--- src/rtl/b64e_pkg.sv ---
`default_nettype none
package b64e_pkg;

  // Depth of the group queue between the byte collector and the character emitter.
  localparam int unsigned QueueDepthDef = 2;

  localparam logic [7:0] PadChar = 8'h3D;

  // Number of bytes in a group, 1 to 3.
  localparam logic [1:0] LenOne   = 2'd1;
  localparam logic [1:0] LenTwo   = 2'd2;
  localparam logic [1:0] LenThree = 2'd3;

  // Position of a character inside its four-character group.
  localparam logic [1:0] PosFirst  = 2'd0;
  localparam logic [1:0] PosSecond = 2'd1;
  localparam logic [1:0] PosThird  = 2'd2;
  localparam logic [1:0] PosFourth = 2'd3;

  typedef struct packed {
    logic [23:0] bits;
    logic [1:0]  len;
    logic        fin;
  } grp_t;

  typedef struct packed {
    logic full;
    logic empty;
  } q_stat_t;

  function automatic logic [7:0] sextet_to_char(input logic [5:0] v);
    logic [7:0] w;
    w = {2'b00, v};
    if (v < 6'd26) begin
      return 8'h41 + w;
    end else if (v < 6'd52) begin
      return 8'h61 + w - 8'd26;
    end else if (v < 6'd62) begin
      return 8'h30 + w - 8'd52;
    end else if (v == 6'd62) begin
      return 8'h2B;
    end else begin
      return 8'h2F;
    end
  endfunction

endpackage
`default_nettype wire

--- src/rtl/b64e_front.sv ---
`default_nettype none
module b64e_front (
  input  wire                  clk_i,
  input  wire                  rst_ni,
  input  wire                  push,
  output logic                 full,
  input  wire  [7:0]           data_byte_i,
  input  wire                  last_byte_i,
  input  b64e_pkg::q_stat_t    q_stat_i,
  output logic                 q_push_o,
  output b64e_pkg::grp_t       q_data_o
);
  import b64e_pkg::*;

  logic [15:0] pend_q, pend_d;
  logic [1:0]  cnt_q, cnt_d;
  logic [1:0]  held;
  logic [1:0]  total;
  logic        accept;
  logic        close;

  assign full   = q_stat_i.full;
  assign accept = push && !q_stat_i.full;
  assign held   = (cnt_q == 2'd3) ? 2'd2 : cnt_q;
  assign total  = held + 2'd1;
  assign close  = (total == LenThree) || last_byte_i;

  always_comb begin
    pend_d        = pend_q;
    cnt_d         = cnt_q;
    q_push_o      = 1'b0;
    q_data_o.len  = total;
    q_data_o.fin  = last_byte_i;
    unique case (total)
      LenThree: q_data_o.bits = {pend_q, data_byte_i};
      LenTwo:   q_data_o.bits = {pend_q[7:0], data_byte_i, 8'h00};
      default:  q_data_o.bits = {data_byte_i, 16'h0000};
    endcase
    if (accept) begin
      if (close) begin
        q_push_o = 1'b1;
        pend_d   = '0;
        cnt_d    = '0;
      end else begin
        pend_d = {pend_q[7:0], data_byte_i};
        cnt_d  = total;
      end
    end
  end

  always_ff @(posedge clk_i or negedge rst_ni) begin
    if (!rst_ni) begin
      pend_q <= '0;
      cnt_q  <= '0;
    end else begin
      pend_q <= pend_d;
      cnt_q  <= cnt_d;
    end
  end

endmodule
`default_nettype wire

--- src/rtl/b64e_queue.sv ---
`default_nettype none
module b64e_queue #(
  parameter int unsigned Depth = b64e_pkg::QueueDepthDef
) (
  input  wire                  clk_i,
  input  wire                  rst_ni,
  input  wire                  push_i,
  input  b64e_pkg::grp_t       push_data_i,
  input  wire                  pop_i,
  output b64e_pkg::grp_t       pop_data_o,
  output b64e_pkg::q_stat_t    stat_o
);
  import b64e_pkg::*;

  localparam int unsigned PtrW = (Depth > 1) ? $clog2(Depth) : 1;
  localparam int unsigned CntW = $clog2(Depth + 1);
  localparam logic [PtrW-1:0] LastPtr = PtrW'(Depth - 1);
  localparam logic [CntW-1:0] FullCnt = CntW'(Depth);

  grp_t          mem_q [Depth];
  logic [PtrW-1:0] wr_q, wr_d;
  logic [PtrW-1:0] rd_q, rd_d;
  logic [CntW-1:0] cnt_q, cnt_d;
  logic            do_push;
  logic            do_pop;

  assign stat_o.full  = (cnt_q == FullCnt);
  assign stat_o.empty = (cnt_q == '0);
  assign do_push      = push_i && !stat_o.full;
  assign do_pop       = pop_i && !stat_o.empty;
  assign pop_data_o   = mem_q[rd_q];

  always_comb begin
    wr_d  = do_push ? ((wr_q == LastPtr) ? '0 : wr_q + 1'b1) : wr_q;
    rd_d  = do_pop ? ((rd_q == LastPtr) ? '0 : rd_q + 1'b1) : rd_q;
    cnt_d = cnt_q;
    if (do_push && !do_pop) begin
      cnt_d = cnt_q + 1'b1;
    end else if (do_pop && !do_push) begin
      cnt_d = cnt_q - 1'b1;
    end
  end

  always_ff @(posedge clk_i) begin
    if (do_push) begin
      mem_q[wr_q] <= push_data_i;
    end
  end

  always_ff @(posedge clk_i or negedge rst_ni) begin
    if (!rst_ni) begin
      wr_q  <= '0;
      rd_q  <= '0;
      cnt_q <= '0;
    end else begin
      wr_q  <= wr_d;
      rd_q  <= rd_d;
      cnt_q <= cnt_d;
    end
  end

`ifndef SYNTHESIS
  a_cnt_bound: assert property (@(posedge clk_i) disable iff (!rst_ni)
    cnt_q <= FullCnt)
    else $error("group queue count above depth");

  a_push_grows: assert property (@(posedge clk_i) disable iff (!rst_ni)
    (do_push && !do_pop) |=> (cnt_q == $past(cnt_q) + 1'b1))
    else $error("group queue lost a transfer");
`endif

endmodule
`default_nettype wire

--- src/rtl/b64e_back.sv ---
`default_nettype none
module b64e_back (
  input  wire                  clk_i,
  input  wire                  rst_ni,
  input  b64e_pkg::grp_t       grp_i,
  input  b64e_pkg::q_stat_t    q_stat_i,
  output logic                 q_pop_o,
  output logic                 empty,
  input  wire                  pop,
  output logic [7:0]           char_code_o,
  output logic                 last_char_o
);
  import b64e_pkg::*;

  logic [1:0] pos_q, pos_d;
  logic       vld_q, vld_d;
  logic [7:0] char_q, char_d;
  logic       last_q, last_d;
  logic       load;
  logic       pad;
  logic [5:0] sextet;

  assign empty       = !vld_q;
  assign char_code_o = char_q;
  assign last_char_o = last_q;
  assign load        = !q_stat_i.empty && (!vld_q || pop);
  assign q_pop_o     = load && (pos_q == PosFourth);

  always_comb begin
    unique case (pos_q)
      PosFirst:  sextet = grp_i.bits[23:18];
      PosSecond: sextet = grp_i.bits[17:12];
      PosThird:  sextet = grp_i.bits[11:6];
      default:   sextet = grp_i.bits[5:0];
    endcase
    pad = ((pos_q == PosThird) && (grp_i.len == LenOne)) ||
          ((pos_q == PosFourth) && (grp_i.len != LenThree));
    pos_d  = pos_q;
    vld_d  = vld_q;
    char_d = char_q;
    last_d = last_q;
    if (load) begin
      pos_d  = pos_q + 2'd1;
      vld_d  = 1'b1;
      char_d = pad ? PadChar : sextet_to_char(sextet);
      last_d = (pos_q == PosFourth) && grp_i.fin;
    end else if (pop) begin
      vld_d = 1'b0;
    end
  end

  always_ff @(posedge clk_i or negedge rst_ni) begin
    if (!rst_ni) begin
      pos_q <= PosFirst;
      vld_q <= 1'b0;
    end else begin
      pos_q <= pos_d;
      vld_q <= vld_d;
    end
  end

  always_ff @(posedge clk_i) begin
    char_q <= char_d;
    last_q <= last_d;
  end

`ifndef SYNTHESIS
  a_group_wraps: assert property (@(posedge clk_i) disable iff (!rst_ni)
    (load && (pos_q == PosFourth)) |=> (pos_q == PosFirst))
    else $error("character position did not wrap after a group");

  a_load_shows: assert property (@(posedge clk_i) disable iff (!rst_ni)
    load |=> vld_q)
    else $error("loaded character not presented");

  a_last_at_end: assert property (@(posedge clk_i) disable iff (!rst_ni)
    (vld_q && last_q) |-> (pos_q == PosFirst))
    else $error("final character marked inside a group");
`endif

endmodule
`default_nettype wire

--- src/rtl/base64_encoder_unit.sv ---
// Flow: the edge that accepts the byte closing a group writes the group into the
// group queue; the output register then loads its first character, and the other
// three follow one per cycle while the consumer keeps popping.
// Throughput: one character per cycle while the consumer pops; each group of three
// bytes gives four characters, so the single character register sets the byte rate.
// Reset: asynchronous, active low; clears the held bytes, the group queue and the
// output valid flag (not the character register), so the block starts empty.
`default_nettype none
module base64_encoder_unit #(
  parameter int unsigned QueueDepth = b64e_pkg::QueueDepthDef
) (
  input  wire        clk_i,
  input  wire        rst_ni,
  input  wire        push,
  output logic       full,
  input  wire  [7:0] data_byte_i,
  input  wire        last_byte_i,
  output logic       empty,
  input  wire        pop,
  output logic [7:0] char_code_o,
  output logic       last_char_o
);
  import b64e_pkg::*;

  grp_t    q_wdata;
  grp_t    q_rdata;
  q_stat_t q_stat;
  logic    q_push;
  logic    q_pop;

  b64e_front u_front (
    .clk_i       (clk_i),
    .rst_ni      (rst_ni),
    .push        (push),
    .full        (full),
    .data_byte_i (data_byte_i),
    .last_byte_i (last_byte_i),
    .q_stat_i    (q_stat),
    .q_push_o    (q_push),
    .q_data_o    (q_wdata)
  );

  b64e_queue #(
    .Depth (QueueDepth)
  ) u_queue (
    .clk_i       (clk_i),
    .rst_ni      (rst_ni),
    .push_i      (q_push),
    .push_data_i (q_wdata),
    .pop_i       (q_pop),
    .pop_data_o  (q_rdata),
    .stat_o      (q_stat)
  );

  b64e_back u_back (
    .clk_i       (clk_i),
    .rst_ni      (rst_ni),
    .grp_i       (q_rdata),
    .q_stat_i    (q_stat),
    .q_pop_o     (q_pop),
    .empty       (empty),
    .pop         (pop),
    .char_code_o (char_code_o),
    .last_char_o (last_char_o)
  );

endmodule
`default_nettype wire
--- config.mk ---
export PLATFORM = sky130hd
export DESIGN_NAME = base64_encoder_unit
export DESIGN_NICKNAME = d
export VERILOG_FILES = /design/src/rtl/b64e_pkg.sv /design/src/rtl/b64e_front.sv /design/src/rtl/b64e_queue.sv /design/src/rtl/b64e_back.sv /design/src/rtl/base64_encoder_unit.sv
export SDC_FILE = /design/constraint.sdc
export NUM_CORES = 1
export LEC_CHECK = 0
export CAP_MARGIN = 10
export CELL_PAD_IN_SITES_DETAIL_PLACEMENT = 2
export CELL_PAD_IN_SITES_GLOBAL_PLACEMENT = 2
export CORE_ASPECT_RATIO = 0.5
export CORE_MARGIN = 4
export CORE_UTILIZATION = 46
export DETAILED_ROUTE_END_ITERATION = 7
export DONT_BUFFER_PORTS = 1
export PLACE_DENSITY_LB_ADDON = 0.1
export REMOVE_ABC_BUFFERS = 1
export SLEW_MARGIN = 10
export SYNTH_ARGS = -nofsm -noshare
export SYNTH_HDL_FRONTEND = slang
export SYNTH_HIERARCHICAL = 1
export SYNTH_SLANG_ARGS = --single-unit
export TNS_END_PERCENT = 20
--- constraint.sdc ---
create_clock -name clk_i -period 3.3 [get_ports clk_i]
set_input_delay 0.66 -clock clk_i [delete_from_list [all_inputs] [get_ports clk_i]]
set_output_delay 0.66 -clock clk_i [all_outputs]
set_load 0.005 [all_outputs]
* After elaboration in Yosys (flattened, before gate mapping)
Memory sizes are Yosys's and may differ from the RTL's.
Cells that the tools add are included.
** Word-level totals
- Register bits :: 34
- Memory bits (writable) :: 54
- Input port bits :: 13
- Output and inout port bits :: 11
- Memories kept :: 1
** Memories
- u_queue.mem_q :: words 2, bits a word 27, rd ports 1, clocked after memory_dff 0, write ports 1, line b64e_queue.sv:20 : grp_t mem_q [Depth];
** Operators by class
- $add $sub $neg :: 11
- Order comparisons :: 3
- Equal/unequal tests :: 10
- Muxes and demuxes :: 19
- Reductions and logical operators :: 22
** Operators with widths (number)
- $pmux 24 s2 :: 1
- $mux 8 :: 3
- $pmux 6 s3 :: 1
- $add 7x6->8 const A :: 2
- $mux 16 :: 1
- $eq 2x2->1 const B :: 6
- $lt 6x6->1 const B :: 2
- $logic_and 1x1->1 :: 10
- $mux 1 :: 8
- $mux 2 :: 4
- $sub 8x5->8 const B :: 1
- $sub 8x6->8 const B :: 1
- $add 6x6->7 const A :: 1
- $add 2x1->2 const B :: 3
- $eq 6x6->1 const B :: 1
- $lt 6x5->1 const B :: 1
- $logic_not 1->1 :: 5
- $eq 2x1->1 const B :: 2
- $logic_not 2->1 :: 2
- $reduce_bool 2->1 :: 2
- $logic_or 1x1->1 :: 3
- $mux 3 :: 1
- $add 1x1->1 const B :: 2
- $ne 2x2->1 const B :: 1
- $sub 2x1->2 const B :: 1

* Logic depth before layout (Yosys ltp)
- Word-level depth :: 12
- Depth in mapped cells :: 12
- Mapped depth without buffers :: 10

* By module
Netlist, hierarchy kept.
** Modules (own cells, without submodules)
- b64e_queue :: times used 1, cells each 103, area an instance 2244.7 µm², seq. area each 1721.7 µm²
- b64e_front :: times used 1, cells each 97, area an instance 1013.5 µm², seq. area each 450.4 µm²
- b64e_back :: times used 1, cells each 100, area an instance 984.7 µm², seq. area each 345.3 µm²

* Least setup slack after synthesis
No wires, ideal clock.
- Kind :: reg-to-reg
- Start :: register u_queue.cnt_q[0]
- End :: memory u_queue/mem_q[0][0] (netlist bit), enable pin
- Data arrival time :: 2.443 ns
- Path slack :: 0.446 ns
- Cell stages (with the launch flop) :: 9
- Cell sequence :: dfrtp_1 -> nand2b_1 -> inv_1 -> nand2b_1 -> buf_2 -> buf_2 -> nor2_1 -> nand2_1 -> nor2_1
** RTL lines
- from (decl) :: line b64e_queue.sv:23 : logic [CntW-1:0] cnt_q, cnt_d;
- from (signal assigned) :: line b64e_queue.sv:58 : cnt_q <= cnt_d;
- to (decl) :: line b64e_queue.sv:20

* Worst setup path after layout
- Start :: register u_back.pos_q[0]
- End :: register u_back.char_q[4] (netlist: u_back/char_code_o[4]) (data pin)
** On the way
- Longest elaborated chain between the ends :: 7
- Elaborated cells on any way between the ends :: 19
** RTL lines
- from (decl) :: line b64e_back.sv:15 : logic [1:0] pos_q, pos_d;
- from (signal assigned) :: line b64e_back.sv:54 : pos_q <= PosFirst;
- from (signal assigned) :: line b64e_back.sv:57 : pos_q <= pos_d;
- $eq 2x2->1 (tied with other cells) :: line b64e_back.sv:30, b64e_back.sv:36
- $pmux 6 s3 :: line b64e_back.sv:30 : unique case (pos_q)
- $add 6x6->7 :: line b64e_pkg.sv:39 : return 8'h30 + w - 8'd52;
- $sub 8x6->8 :: line b64e_pkg.sv:39
- $mux 8 :: line b64e_pkg.sv:38 : end else if (v < 6'd62) begin
- $mux 8 :: line b64e_pkg.sv:36 : end else if (v < 6'd52) begin
- $mux 8 :: line b64e_pkg.sv:34 : if (v < 6'd26) begin
- to (signal assigned) :: line b64e_back.sv:63 : char_q <= char_d;
- to (decl) :: line b64e_back.sv:17 : logic [7:0] char_q, char_d;
Parallel ways exist; a longest one is shown, timed or not.
A chain may end at the register's enable or synchronous reset.

==> run summary <==
The run finished with clean final reports. In this run the worst setup path terminates at u_back/char_code_o[4]$_SDFFCE_PP1P_. The register area share after synthesis is 59.33%. For this block, the routed nets add up to 11.05 mm of wire. The power share of the sequential group is 34.9%. Using the TritonRoute via totals, the vias-per-cell ratio works out to 5.998. The number of inserted diodes is 0.

The first-pass GRT wire length came out at 17.44 mm. In the layout the commonest cells are 63 x sky130_fd_sc_hd__edfxtp_1, 25 x sky130_fd_sc_hd__dfrtp_1, 24 x sky130_fd_sc_hd__a22o_1. The violation count after the first detailed-routing iteration is 135. The setup path with the least slack is of type flop to flop. The area added between synthesis and finish is 9.850%. The number of slew-limit violations in the final report is 0. The standard cell area after detailed placement is 4322 sq um. Across the run, the number of max-cap violations was 0. The worst min-delay path category is primary input to flop. After synthesis, the largest family of logic cells by area is multiplexers. The total die area came out at 10920 sq um. The die outline width is 143.8 microns. The cell count after synthesis came out at 300.

The wire-length estimate of the detail-placed layout is 7.229 mm. The height of the die came out at 75.91 microns. Per report_power, the combinational group accounts for 45.2% of the total. Between clock sinks in the finished design, the worst skew comes to 0.005123 ns. The starting utilization of the core area came out at 48.06%. Clock tree synthesis selected as its root buffer the cell sky130_fd_sc_hd__clkbuf_16. The multiplexer share of the synthesized area is 13.12%.

The share of synthesized cell area in full adder, half adder and majority cells is 2.064%. The number of buffers created by CTS is 9. Once the clock tree was built, the setup fixing pass inserted 0 buffers.

The pin count of the biggest net entering global routing came out at 40. The power per cell area is 1110 nW/um^2. The count of pins on the block boundary came out at 24. Buffers inserted to repair hold after CTS numbered 4.

The worst IR drop on VDD came out at 0.4991 mV. The total non-filler cell area in the finished layout came out at 4661 sq um. Summed over all layers, the global routing overflow is 0. The most used flip-flop cell after synthesis is sky130_fd_sc_hd__edfxtp_1.

The reg-to-reg endpoint is u_back/char_code_o[4]$_SDFFCE_PP1P_. Of all flip-flops after synthesis, the portion carrying an async set or reset was 28.41%. Cell internal power was estimated by the tool at 3.177 mW. In this run the remaining antenna-violating nets after routing total 0.

The area of the core region is 8828 sq um. For this design the static power due to leakage is 1.809 nW. The worst register-to-register path begins at u_back/pos_q[0]$_DFFE_PN0P_. The deepest clock path buffer count is 2. The count of endpoints failing hold in the final timing report was 0.

For the worst flop-to-flop path, the logic depth is 9. TritonCTS built the clock tree. The number of setup violations in the final report is 0. The fraction of final layout cells sized beyond drive strength 1 came out at 20.26%. The clock-pin slew of the registers on the worst-case setup and hold paths is 0.06 ns. The mean instance size in the synthesized netlist came out at 14.14 sq um. The number of antenna violations at the first check in global routing is 0. The kind of capture point of the worst setup path is a flop.

Data on the critical path is required at its endpoint by 3.37 ns. Dividing the detail-routed wire length by the instance count gives 25.81 microns. The total vias in the final route is 2567. The number of nets in the layout came out at 326.

The number of library cell types mapped by synthesis came out at 54. In this run the worst setup path begins at u_back/pos_q[0]$_DFFE_PN0P_. The filler cells instantiated in the layout total 836. The maximum achievable frequency came out at 0.3415 GHz. The detailed-route DRC error count is 0. The total iterations of the first detailed-routing run came out at 4. The number of cell rows is 24. The net switching share of the total power is 38.58%.

The number of warnings reported in the yosys synthesis log is 6. Counting I/O delays and the setup requirement, the final critical path takes 2.928 ns. The clock net sink count came out at 88. The final worst hold slack came out at 0.3876 ns. Of the total synthesized cell area, the portion taken by XOR and XNOR cells is 1.445%. Of all nets on the critical path, the largest fanout is 7. The share of total power in the clock network came out at 19.9%. The net switching power figure came out at 1.996 mW. The critical path goes through inv_1, ha_1, a222oi_1, mux2i_2, inv_1, ha_1, or3_1, a21oi_1, o221ai_1.

The number of enable-type register cells in the synthesized netlist is 63. Port buffering added 0 buffers. The critical path's slowest cell is sky130_fd_sc_hd__ha_1.

In this design, the stage delay of the slowest critical-path cell is 0.44 ns. The number of register bits inferred by synthesis is 88. The overall routing resource usage came out at 21.81%. STA puts the critical path data arrival time at 3.00 ns.

The period utilization is 88.74%. The final total negative setup slack is 0 ns. The worst setup path is launched from a flop. The share of the synthesized area in compound gates (AO/OA/AOI/OAI) came out at 12.74%. For the worst-skew pair, the clock arrives at the later sink with an insertion delay of 0.35 ns. Setup repair after global routing left no endpoint under its margin.

In this run, post-CTS repair resized a total of 0 instances. The number of global-route vias before repair came to 2980. The total standard cell area after synthesis is 4243 sq um. The simple-gate share of the synthesized area is 6.517%. The library cell used most frequently in the layout, excluding fill and tap cells, is sky130_fd_sc_hd__edfxtp_1. Setup slack on the worst reg-to-reg path comes out at 0.37 ns. The congestion estimate from routability-driven global placement came to 0.7431. Headroom to the max-slew limit came out at 25.82%. The H-tree level count came out at 3. The worst-margin pin slew came out at 1.109 ns.
==> power groups by stage <==
| stage | clock network [mW] | logic, mW | registers, mW |
|---|---|---|---|
| floorplan | 0 | 1.53 | 1.87 |
| global placement | 0 | 2.09 | 1.80 |
| detailed placement | 0 | 2.28 | 1.83 |
| CTS | 1.04 | 2.32 | 1.81 |
| global route | 1.10 | 2.53 | 1.85 |
| finish | 1.03 | 2.34 | 1.81 |
==> flip-flops by register name, indices dropped and copies added (netlist names) <==
register            flops
u_front/cnt_q           2
u_queue/rd_q            1
u_queue/cnt_q           2
u_queue/mem_q          54
u_back/vld_q            1
u_back/pos_q            2
u_front/pend_q         16
u_queue/wr_q            1
u_back/last_char_o      1
u_back/char_code_o      8
==> worst min path at each step <==
stage                      from                           end  slack [ns]  cells past startpoint
finish              last_byte_i  u_front/cnt_q[1]$_DFFE_PN0P_        0.39                      1
global route        last_byte_i  u_front/cnt_q[1]$_DFFE_PN0P_        0.37                      1
CTS                 last_byte_i  u_front/cnt_q[1]$_DFFE_PN0P_        0.39                      1
detailed placement       rst_ni   u_back/pos_q[1]$_DFFE_PN0P_        0.36                      0
global placement         rst_ni   u_back/pos_q[0]$_DFFE_PN0P_        0.37                      0
floorplan                rst_ni   u_back/pos_q[0]$_DFFE_PN0P_        0.36                      0
==> critical path: cells and delay by family (launching register included) <==
family / cells / cell delay, ns
adder cells (fa/ha/maj): 2 / 0.72
AO/OA/AOI/OAI: 3 / 0.44
multiplexers: 1 / 0.41
buffers and inverters: 2 / 0.29
flip-flops: 1 / 0.41
AND/OR/NAND/NOR: 1 / 0.39
==> logic make-up (layout without fill, tap and decap cells) <==
logic type / Yosys count / count (layout)
AO/OA/AOI/OAI: 71 / 71
XOR/XNOR: 7 / 7
adder cells (fa/ha/maj): 7 / 7
buffers and inverters: 32 / 43
flip-flops: 88 / 88
multiplexers: 43 / 43
other: 1 / 1
AND/OR/NAND/NOR: 51 / 51
==> synthesized netlist by cell type, types with 2 or more instances <==
master | number | area (sq um)
sky130_fd_sc_hd__mux2_2 | 10 | 112.6
sky130_fd_sc_hd__or3_1 | 2 | 12.51
sky130_fd_sc_hd__buf_6 | 4 | 45.04
sky130_fd_sc_hd__buf_4 | 2 | 15.01
sky130_fd_sc_hd__nor4_1 | 2 | 12.51
sky130_fd_sc_hd__buf_2 | 6 | 30.03
sky130_fd_sc_hd__and2_1 | 10 | 62.56
sky130_fd_sc_hd__buf_12 | 2 | 40.04
sky130_fd_sc_hd__nor3_1 | 2 | 10.01
sky130_fd_sc_hd__o21ai_0 | 13 | 65.06
sky130_fd_sc_hd__nand3_1 | 2 | 10.01
sky130_fd_sc_hd__inv_1 | 13 | 48.80
sky130_fd_sc_hd__mux2i_1 | 10 | 100.1
sky130_fd_sc_hd__nand2_1 | 15 | 56.30
sky130_fd_sc_hd__clkbuf_1 | 2 | 7.510
sky130_fd_sc_hd__xnor2_1 | 5 | 43.79
sky130_fd_sc_hd__nand2b_1 | 3 | 18.77
sky130_fd_sc_hd__a22o_1 | 24 | 210.2
sky130_fd_sc_hd__a21oi_1 | 9 | 45.04
sky130_fd_sc_hd__nor2_1 | 9 | 33.78
sky130_fd_sc_hd__a222oi_1 | 4 | 40.04
sky130_fd_sc_hd__xor2_1 | 2 | 17.52
sky130_fd_sc_hd__edfxtp_1 | 63 | 1892
sky130_fd_sc_hd__mux2_4 | 22 | 330.3
sky130_fd_sc_hd__ha_1 | 7 | 87.58
sky130_fd_sc_hd__dfrtp_1 | 25 | 625.6
sky130_fd_sc_hd__o21ai_1 | 3 | 15.01
sky130_fd_sc_hd__a22oi_1 | 3 | 22.52
==> routing by layer <==
| metal | wire length, microns | part of all wire [%] | global-route usage [%] |
|---|---|---|---|
| met1 | 4724 | 43 | 27.11 |
| met2 | 5652 | 51 | 36.09 |
| met3 | 515 | 4.7 | 6.918 |
| met4 | 153 | 1.4 | 7.143 |
| met5 | 0 | 0 | 0 |
==> cell type report <==
class	instances	area, sq um	area share (%)
flip-flops and latches	88	2517	54.01
well taps	117	146.4	3.141
clock inverters	4	52.55	1.128
inverters	15	56.30	1.208
multi-input cells	180	1529	32.81
clock buffers	12	246.5	5.289
repair buffers	12	112.6	2.416
==> through the flow <==
step | worst slack (ns) | cells | total power, mW | utilization [%]
2_1_floorplan | 0.3529 | 283 | 3.399 | -
4_1_cts | 0.4175 | 428 | 5.177 | 52.79
5_1_grt | 0.1917 | 428 | 5.482 | 52.79
3_5_place_dp | 0.4433 | 408 | 4.114 | 48.95
3_3_place_gp | 0.5442 | 408 | 3.891 | 48.95
6_report | 0.3717 | 428 | 5.173 | 52.79
Note: power is estimated with default switching activity, not from simulation.
